==> src/hdl/tcfp_pkg.sv <==
`timescale 1ns / 1ps

package tcfp_pkg;

    // Frame framing bytes.
    localparam logic [7:0] HDR_FIRST  = 8'h24;  // '$'
    localparam logic [7:0] HDR_SECOND = 8'h54;  // 'T'
    localparam logic [7:0] TYPE_R     = 8'h52;  // 'R', channels 0-7
    localparam logic [7:0] TYPE_T     = 8'h54;  // 'T', channels 8-15

    // Default payload length and the fixed field widths.
    localparam int PAYLOAD_BYTES_DEF = 16;
    localparam int CNT_W             = 5;
    localparam int CH_PER_BANK       = 8;

    // Parser phase. Codes 5 to 7 are unused and behave like hunting.
    typedef enum logic [2:0] {
        PH_HUNT    = 3'd0,
        PH_HDR2    = 3'd1,
        PH_TYPE    = 3'd2,
        PH_PAYLOAD = 3'd3,
        PH_CHECK   = 3'd4
    } t_phase;

endpackage

==> src/hdl/telemetry_channel_frame_parser_top.sv <==
`timescale 1ns / 1ps

// Telemetry channel frame parser.
//
// Input channel: one received byte per beat on i_rx_byte, qualified by
// i_valid and held off by o_stall. Frames look like '$' 'T' <type> followed
// by PAYLOAD_BYTES payload bytes and one checksum byte (XOR of the payload).
// Output channel: o_valid / i_stall. A frame whose checksum matches produces
// min(PAYLOAD_BYTES/2, 8) beats, one per channel, with the channel index,
// the little-endian 16-bit value and a last flag; a bad frame yields nothing.
//
// Throughput: one input byte per cycle while o_stall is low. The first result
// of a frame follows the drain start, the memory read and the output register,
// then one result per cycle while the receiver takes them.
// The payload lives in a two-slot memory of 16-bit words: one slot fills
// while the other drains. o_stall is high while a checksum byte is due and
// the previous frame still has memory reads to issue.
// Reset (synchronous, active low) returns the parser to hunting, empties the
// output side and drops any frame in progress. The payload memory needs no
// clearing: every word is written within a frame before it is read.
// When the receiver stalls, the output beat and the read stage behind it
// hold; the parser keeps accepting bytes until the next checksum byte.

module telemetry_channel_frame_parser_top
    import tcfp_pkg::*;
#(
    parameter int PAYLOAD_BYTES = PAYLOAD_BYTES_DEF
) (
    input  logic        i_clk,
    input  logic        i_rst_n,
    input  logic        i_valid,
    output logic        o_stall,
    input  logic [7:0]  i_rx_byte,
    output logic        o_valid,
    input  logic        i_stall,
    output logic [3:0]  o_channel_index,
    output logic [15:0] o_channel_value,
    output logic        o_last_of_frame
);

    // Channels per frame and the memory geometry that follows from it.
    localparam int NCH       = (PAYLOAD_BYTES / 2 > CH_PER_BANK) ?
                               CH_PER_BANK : PAYLOAD_BYTES / 2;
    localparam int KW        = (NCH > 1) ? $clog2(NCH) : 1;
    localparam int MEM_DEPTH = 2 ** (KW + 1);
    localparam int STORE_LEN = 2 * NCH;

    // Parser state.
    t_phase           r_phase, n_phase;
    logic [CNT_W-1:0] r_count, n_count;
    logic [7:0]       r_xor, n_xor;
    logic             r_bank, n_bank;
    logic [7:0]       r_lo_byte;
    logic             r_wr_slot;

    // Payload memory: two slots of 2**KW words, of which NCH are used.
    logic [15:0]      mem [MEM_DEPTH];
    logic             wr_en;
    logic [KW:0]      wr_addr;

    // Drain sequencer.
    logic             r_drain_active;
    logic             r_drain_slot;
    logic             r_drain_bank;
    logic [KW-1:0]    r_drain_k;

    // Read stage and output register.
    logic             r_rd_valid;
    logic [3:0]       r_rd_index;
    logic             r_rd_last;
    logic [15:0]      r_mem_q;
    logic             r_out_valid;
    logic [3:0]       r_out_index;
    logic [15:0]      r_out_value;
    logic             r_out_last;

    logic             in_acc;
    logic             out_free;
    logic             rd_issue;
    logic             cnt_next_wrap;
    logic [CNT_W-1:0] cnt_inc;
    logic             csum_ok;
    logic             drain_start;

    // A checksum byte must wait until the previous frame has issued all reads,
    // because accepting it flips the slots.
    assign o_stall  = (r_phase == PH_CHECK) && r_drain_active;
    assign in_acc   = i_valid && !o_stall;
    assign out_free = !r_out_valid || !i_stall;
    assign rd_issue = r_drain_active && (!r_rd_valid || out_free);

    assign cnt_inc       = r_count + CNT_W'(1);
    assign cnt_next_wrap = ({1'b0, cnt_inc} >= (CNT_W + 1)'(PAYLOAD_BYTES)) ||
                           (cnt_inc == '0);
    assign csum_ok       = (i_rx_byte == r_xor);

    // Next-state logic of the parser.
    always_comb begin
        n_phase = r_phase;
        n_count = r_count;
        n_xor   = r_xor;
        n_bank  = r_bank;
        case (r_phase)
            PH_HDR2: begin
                n_phase = (i_rx_byte == HDR_SECOND) ? PH_TYPE : PH_HUNT;
            end
            PH_TYPE: begin
                n_count = '0;
                n_xor   = '0;
                if (i_rx_byte == TYPE_R || i_rx_byte == TYPE_T) begin
                    n_bank  = (i_rx_byte == TYPE_T);
                    n_phase = PH_PAYLOAD;
                end else begin
                    n_phase = PH_HUNT;
                end
            end
            PH_PAYLOAD: begin
                n_xor   = r_xor ^ i_rx_byte;
                n_count = cnt_inc;
                if (cnt_next_wrap) begin
                    n_phase = PH_CHECK;
                end
            end
            PH_CHECK: begin
                n_phase = PH_HUNT;
                n_count = '0;
                n_xor   = '0;
            end
            default: begin
                n_phase = (i_rx_byte == HDR_FIRST) ? PH_HDR2 : PH_HUNT;
            end
        endcase
    end

    // Outputs of the parser: memory write and drain start.
    always_comb begin
        wr_en       = 1'b0;
        wr_addr     = {r_wr_slot, r_count[KW:1]};
        drain_start = 1'b0;
        case (r_phase)
            PH_PAYLOAD: begin
                // An odd byte completes a word; the even byte waits in r_lo_byte.
                wr_en = in_acc && r_count[0] &&
                        ({1'b0, r_count} < (CNT_W + 1)'(STORE_LEN));
            end
            PH_CHECK: begin
                drain_start = in_acc && csum_ok;
            end
            default: begin
                wr_en       = 1'b0;
                drain_start = 1'b0;
            end
        endcase
    end

    always_ff @(posedge i_clk) begin
        if (!i_rst_n) begin
            r_phase   <= PH_HUNT;
            r_count   <= '0;
            r_xor     <= '0;
            r_bank    <= 1'b0;
            r_wr_slot <= 1'b0;
        end else if (in_acc) begin
            r_phase <= n_phase;
            r_count <= n_count;
            r_xor   <= n_xor;
            r_bank  <= n_bank;
            if (drain_start) begin
                r_wr_slot <= ~r_wr_slot;
            end
        end
    end

    always_ff @(posedge i_clk) begin
        if (in_acc && r_phase == PH_PAYLOAD && !r_count[0]) begin
            r_lo_byte <= i_rx_byte;
        end
    end

    // Payload memory: one write port, one registered read port.
    always_ff @(posedge i_clk) begin
        if (wr_en) begin
            mem[wr_addr] <= {i_rx_byte, r_lo_byte};
        end
        if (rd_issue) begin
            r_mem_q <= mem[{r_drain_slot, r_drain_k}];
        end
    end

    // Drain sequencer walks the channels of the finished slot.
    always_ff @(posedge i_clk) begin
        if (!i_rst_n) begin
            r_drain_active <= 1'b0;
        end else if (drain_start) begin
            r_drain_active <= 1'b1;
        end else if (rd_issue && r_drain_k == KW'(NCH - 1)) begin
            r_drain_active <= 1'b0;
        end
    end

    always_ff @(posedge i_clk) begin
        if (drain_start) begin
            r_drain_slot <= r_wr_slot;
            r_drain_bank <= r_bank;
            r_drain_k    <= '0;
        end else if (rd_issue) begin
            r_drain_k <= r_drain_k + KW'(1);
        end
    end

    // Read stage: valid plus the beat's side fields.
    always_ff @(posedge i_clk) begin
        if (!i_rst_n) begin
            r_rd_valid <= 1'b0;
        end else if (rd_issue) begin
            r_rd_valid <= 1'b1;
        end else if (out_free) begin
            r_rd_valid <= 1'b0;
        end
    end

    always_ff @(posedge i_clk) begin
        if (rd_issue) begin
            r_rd_index <= {r_drain_bank, 3'(r_drain_k)};
            r_rd_last  <= (r_drain_k == KW'(NCH - 1));
        end
    end

    // Output register.
    always_ff @(posedge i_clk) begin
        if (!i_rst_n) begin
            r_out_valid <= 1'b0;
        end else if (out_free) begin
            r_out_valid <= r_rd_valid;
        end
    end

    always_ff @(posedge i_clk) begin
        if (out_free && r_rd_valid) begin
            r_out_index <= r_rd_index;
            r_out_value <= r_mem_q;
            r_out_last  <= r_rd_last;
        end
    end

    assign o_valid         = r_out_valid;
    assign o_channel_index = r_out_index;
    assign o_channel_value = r_out_value;
    assign o_last_of_frame = r_out_last;

    // The filling slot never collides with the slot being read.
    a_slot_apart: assert property (@(posedge i_clk) disable iff (!i_rst_n)
        (wr_en && r_drain_active) |-> (r_wr_slot != r_drain_slot))
        else $error("payload write into the slot being drained");

    // A new drain starts only after the previous one issued all reads.
    a_no_overlap: assert property (@(posedge i_clk) disable iff (!i_rst_n)
        drain_start |-> !r_drain_active)
        else $error("drain started while another is active");

    // The final beat of a frame carries the last channel position.
    a_last_pos: assert property (@(posedge i_clk) disable iff (!i_rst_n)
        (r_out_valid && r_out_last) |-> (r_out_index[2:0] == 3'(NCH - 1)))
        else $error("last flag on the wrong channel");

    // The read stage never drops a beat that the output could not take.
    a_rd_hold: assert property (@(posedge i_clk) disable iff (!i_rst_n)
        (r_rd_valid && !out_free) |=> r_rd_valid)
        else $error("read stage lost a pending beat");

endmodule

==> config.mk <==
export PLATFORM = sky130hd
export DESIGN_NAME = telemetry_channel_frame_parser_top
export DESIGN_NICKNAME = d
export VERILOG_FILES = /design/src/hdl/tcfp_pkg.sv /design/src/hdl/telemetry_channel_frame_parser_top.sv
export SDC_FILE = /design/constraint.sdc
export NUM_CORES = 1
export LEC_CHECK = 0
export BUFFER_PORTS_ARGS = -buffer_cell sky130_fd_sc_hd__buf_2
export CORE_MARGIN = 2
export CORE_UTILIZATION = 40
export DETAILED_ROUTE_END_ITERATION = 10
export MAX_ROUTING_LAYER = met4
export PLACE_DENSITY = 0.63
export SLEW_MARGIN = 25
export SYNTH_ARGS = -nofsm -noshare
export SYNTH_HDL_FRONTEND = slang
export SYNTH_SLANG_ARGS = --single-unit
export TNS_END_PERCENT = 10
==> constraint.sdc <==
create_clock -name i_clk -period 2.85 [get_ports i_clk]
set_input_delay 0.855 -clock i_clk [delete_from_list [all_inputs] [get_ports i_clk]]
set_output_delay 0.855 -clock i_clk [all_outputs]
set_load 0.02 [all_outputs]
==> results.yml, run 1 <==
run_status:
  status: "finished, final reports clean"
sta:
  worst_pin_slew_ps: 1093
  period_minus_slack_ps: 2371
  hold_viol_final: 0
  drv_slew: 0
  max_freq_mhz: 421.8
  setup_ws_ps: 479.1
  clock_skew_ps: 22.75
  grt_setup_unrepaired: "false"
  fin_crit_sh_pct: 83.19
  setup_violations: 0
  maxSlewHeadroom_pct: 26.80
synth:
  synth_fa_ha_area_share_pct: 0.2946
  synth_nets: 607
  yosysMostFrequentCell: "edfxtp_1"
  yosys.area_share.simple_pct: 3.888
  synth_flop_cell: "edfxtp_1"
  yosys.cell_types.count: 50
  synth_xor_area_share_pct: 0.7560
  synth_top_family_by_area: "multiplexers"
  syn_area_per_cell_um2: 21.53
  ys_ff_latch: 332
  synth_edf_count: 308
  synth_compound_gate_area_share_pct: 1.846
  synth_area_leaders: "edfxtp_1 73%, mux4_2 9.0%, mux4_1 6.0%"
  ys_seq_area_share_pct: 76.35
  synthCells: 592
  netlist_area_um2: 12740
  synth_top_area_share_pct: 72.58
  synthArstFlopShare_pct: 0
  synth.area.mux_share_pct: 15.07
  yosysWarnings: 0
  yosysTopAreaCell: "edfxtp_1"
  synth_commonest_cells: "308 x edfxtp_1, 51 x mux4_2, 29 x mux4_1, 28 x nor2_1, 24 x dfxtp_1"
worst_setup_path:
  rr_endpoint: "mem[4][14]"
  reg2reg_from: "r_phase[0]"
  critPathMaxFanout: 10
  crit_type: "flop to primary output"
  critPathLaunchType: "flop"
  end_kind: "primary output"
  rr_worst_depth: 5
  required_ps: 2000
  cp.arrival_ps: 1520
  r2r_setup_slack_ps: 570
power_and_ir_drop:
  p_per_area_nw_per_um2: 707.9
  ir_drop_mv: 0.3198
  leakage_nw: 4.726
  power_w: 0.01044
worst_hold_path:
  hold_path.class: "flop to flop"
  holdPathStages: 0
  whs_endpoint: "o_channel_value[13]"
  hp-start: "r_mem_q[13]"
routing:
  drt_iter0_drc: 541
  via_count: 6108
  wl_um: 25910
  wl_per_cell_um: 23.39
  drc: 0
  via_per_inst: 5.513
  firstDrtPassIters: 4
  ant_nets: 0
placed_design:
  dp_hpwl_um: 17260
  dpl-instance-area_um2: 13630
  dpl_worst_slack_ps: 100.2
  place_congestion: 0.8055
  port_buffers: 34
global_routing:
  grt_pass1_wl_um: 39080
  grt_busiest_layer: "met2"
  grt_max_degree: 35
  grt_usage_pct: 16.41
  grtUsageMet1_pct: 22.28
  antenna_found_initial: 0
  grt_pass1_vias: 6259
  met3_usage_pct: 2.914
  overflow: 0
  use_met2_pct: 25.70
floorplan:
  ioPinCount: 35
  rows: 65
  start_util_pct: 40.49
  core_region_area_um2: 31470
  die_y_um: 182.5
  die_w_um: 182.5
  die_area_um2: 33300
clock_tree:
  postCtsSetupBuffers: 0
  ctsHoldBuffers: 0
  cts_buffers: 34
  clk_latency_ps: 510
  clkSinkCount: 332
  htreeDepth: 2
  ctsResizeCount: 0
  cts_tree: "built"
  clockRootBuffer: "clkbuf_16"
  clockBufferDepth: 3
  clk_pin_slew_ps: 70
final_layout:
  drive_gt1_share_pct: 27.90
  fin_util_pct: 46.87
  n_antenna_cell: 0
  area_growth_pct: 15.76
  fin_area_um2: 14750
  fin_nets: 696
flow_run:
  drv_cap: 0
## worst max-delay path, stage by stage (launching register included)
cell and delay [ps]:
dfxtp_1 510, nand4bb_1 240, inv_1 90, buf_2 160
## where the power goes
| part | leakage [nW] | switching, W | internal [W] |
|---|---|---|---|
| Sequential | 2.96 | 0.0000303 | 0.00530 |
| Combinational | 1.23 | 0.000327 | 0.000361 |
| Clock | 0.535 | 0.00179 | 0.00263 |
| Total | 4.73 | 0.00215 | 0.00829 |
## per-layer routing
metal	vias up	part of all wire, %
li1	2653	-
met1	3192	43
met2	218	49
met3	45	6.4
met4	0	2.2
met5	-	0
## kinds of logic after synthesis
logic type               after synthesis
flip-flops                           332
AND/OR/NAND/NOR                       92
multiplexers                          81
AO/OA/AOI/OAI                         41
buffers and inverters                 32
XOR/XNOR                              11
adder cells (fa/ha/maj)                3
## sequential cells by signal, indices dropped and copies added, names as in the netlist, 3 cells and up
signal,flops
mem,256
r_lo_byte,8
r_drain_k,3
r_count,5
r_phase,3
r_mem_q,16
o_channel_value,16
o_channel_index,4
r_xor,8
r_rd_index,4
## cell usage in the layout, fill, tap and decap left out, types with 7 or more instances in the layout
| cell | count |
|---|---|
| a21oi_1 | 20 |
| buf_2 | 34 |
| buf_4 | 43 |
| clkbuf_16 | 35 |
| dfxtp_1 | 22 |
| edfxtp_1 | 308 |
| mux4_1 | 29 |
| mux4_2 | 51 |
| nand2_1 | 11 |
| nand3_1 | 7 |
| nor2_1 | 27 |
| nor3_1 | 11 |
| o21ai_0 | 12 |
| xnor2_1 | 9 |
## area by class of cell
cell class / count / area (µm²)
Inverter: 4 / 15.01
Multi-Input combinational cell: 228 / 2806
Fill cell: 2532 / 16720
Sequential cell: 332 / 9734
Tap cell: 402 / 503.0
Clock inverter: 20 / 221.5
Timing Repair Buffer: 81 / 573.1
Clock buffer: 41 / 898.4
## worst max-delay path by stage
stage | startpoint | endpoint | slack (ps)
after floorplan | i_valid | mem[1][0] | -140
after global placement | i_valid | mem[0][8] | 110
after detailed placement | i_valid | mem[0][1] | 100
after CTS | r_phase[2] | o_stall | 470
after global routing | r_phase[2] | o_stall | 370
final | r_phase[2] | o_stall | 480
## through the flow
step,hold slack [ps],instances,TNS [ps]
floorplan,400.3,592,-5053
global placement,401.6,1047,0
detailed placement,404.5,1047,0
CTS,420.0,1108,0
global route,422.6,1108,0
finish,413.9,1108,0
(Power assumes the default switching activity.)
==> run 2, diff against run 1 <==
--- a/config.mk
+++ b/config.mk
@@ -10,7 +10,7 @@
 export CORE_UTILIZATION = 40
 export DETAILED_ROUTE_END_ITERATION = 10
 export MAX_ROUTING_LAYER = met4
-export PLACE_DENSITY = 0.63
+export PLACE_DENSITY = 0.61
 export SLEW_MARGIN = 25
 export SYNTH_ARGS = -nofsm -noshare
 export SYNTH_HDL_FRONTEND = slang
==> constraint.sdc (replaced) <==
create_clock -name i_clk -period 2.4 [get_ports i_clk]
set_input_delay 0.72 -clock i_clk [delete_from_list [all_inputs] [get_ports i_clk]]
set_output_delay 0.72 -clock i_clk [all_outputs]
set_load 0.02 [all_outputs]
==> results.yml, run 2 (same netlist as run 1, synthesis figures left out) <==
worst_setup_path:
  rr_worst_depth: 3
  crit_type: "flop to primary output"
  required_ps: 1680
  end_kind: "primary output"
  critPathLaunchType: "flop"
  cp.arrival_ps: 1520
  critPathMaxFanout: 9
power_and_ir_drop:
  p_seq_share_pct: 52.6
  p_sw_share_pct: 20.90
  power_w: 0.01203
  intPower_w: 0.009518
  p_per_area_nw_per_um2: 814.4
  ir_drop_mv: 0.5176
  p_clk_share_pct: 40.3
  leakage_nw: 4.747
  combPwrFrac_pct: 7.1
  power_switching_w: 0.002515
sta:
  drv_slew: 0
  worst_pin_slew_ps: 659.3
  setup_violations: 0
  grt_setup_unrepaired: "false"
  tns_ps: 0
  maxSlewHeadroom_pct: 56.05
  clock_skew_ps: 26.97
  max_freq_mhz: 446.2
  hold_viol_final: 0
  fin_crit_sh_pct: 93.38
  period_minus_slack_ps: 2241
  finalHoldWorstSlack_ps: 402.9
global_routing:
  use_met2_pct: 26.02
  antenna_found_initial: 1
  grt_busiest_layer: "met2"
  met3_usage_pct: 3.033
  grt_max_degree: 37
  grt_pass1_vias: 6178
  grt_pass1_wl_um: 39350
  overflow: 0
  grtUsageMet1_pct: 22.43
  grt_usage_pct: 16.57
floorplan:
  die_y_um: 182.5
  ioPinCount: 35
  start_util_pct: 40.49
  die_w_um: 182.5
  die_area_um2: 33300
  core_region_area_um2: 31470
  rows: 65
routing:
  via_per_inst: 5.483
  drc: 0
  via_count: 6130
  wl_um: 26270
  wl_per_cell_um: 23.50
  drt_iter0_drc: 649
  firstDrtPassIters: 6
  ant_nets: 0
final_layout:
  fillers: 2546
  mostFrequentLayoutCells: "308 x edfxtp_1, 51 x mux4_2, 48 x buf_4, 35 x clkbuf_16, 34 x buf_2"
  fin_util_pct: 46.94
  n_antenna_cell: 0
  largest_register_ff_count: 256
  fin_nets: 706
  area_growth_pct: 15.94
  drive_gt1_share_pct: 28.07
  largest_register: "mem"
  layout_commonest_cell: "edfxtp_1"
clock_tree:
  ctsHoldBuffers: 0
  clk_latency_ps: 510
  cts_tree: "built"
  cts_buffers: 35
  htreeDepth: 2
  ctsResizeCount: 0
  clkSinkCount: 332
  clockRootBuffer: "clkbuf_16"
  clockBufferDepth: 3
  postCtsSetupBuffers: 0
  clk_pin_slew_ps: 70
worst_hold_path:
  holdPathStages: 0
  hold_path.class: "flop to flop"
placed_design:
  dp_hpwl_um: 17760
  port_buffers: 34
  place_congestion: 0.7759
run_status:
  status: "finished, final reports clean"
flow_run:
  drv_cap: 0
==> run 2: cell types whose count changed in the layout (fill, tap and decap cells not counted), sizes merged <==
cell	previous run	this run
buf	81	89
clkinv	11	19
bufinv	4	1
clkinvlp	5	3
clkbuf	41	40
==> run 2: metrics by stage <==
stage               setup slack (ps)  instances  cell area, µm²
floorplan                     -456.2        592           12750
global placement              -121.6       1055           13740
detailed placement            -142.4       1055           13740
CTS                            143.0       1117           14770
global route                   39.98       1118           14780
finish                         158.9       1118           14780
==> run 2: layer usage <==
layer  routed length (µm)  vias to the layer above
met5                    0                        -
met4                  553                        0
met3                 1508                       51
met2                12590                      218
met1                11620                     3183
li1                     -                     2678
==> run 2: worst paths after layout <==
check / from / slack (ps) / end
setup reg to reg: r_drain_k[0] / 190 / r_mem_q[6]
hold / removal: r_mem_q[14] / 400 / o_channel_value[14]
hold reg to reg: r_mem_q[14] / 400 / o_channel_value[14]
setup / recovery: r_phase[0] / 160 / o_stall
==> run 2: area by class of cell <==
cell class              count  area [µm²]  share of cell area [%]
flip-flops and latches    332        9734                   65.88
multi-input cells         228        2816                   19.06
clock buffers              39       890.9                   6.029
repair buffers             90       678.2                   4.590
well taps                 402       503.0                   3.404
clock inverters            23       137.6                  0.9315
inverters                   4       15.01                  0.1016
==> run 2: power groups by stage <==
stage	registers [W]	clock network, W	logic [W]
CTS	0.00633	0.00498	0.000858
floorplan	0.00642	0	0.000628
global placement	0.00645	0	0.000838
global route	0.00633	0.00520	0.000902
finish	0.00633	0.00485	0.000851
detailed placement	0.00645	0	0.000855
==> run 2: worst max-delay path: stages, from the launching register on <==
cell,delay (ps)
dfxtp_1,320
buf_4,160
nand4bb_1,280
inv_1,100
buf_2,160
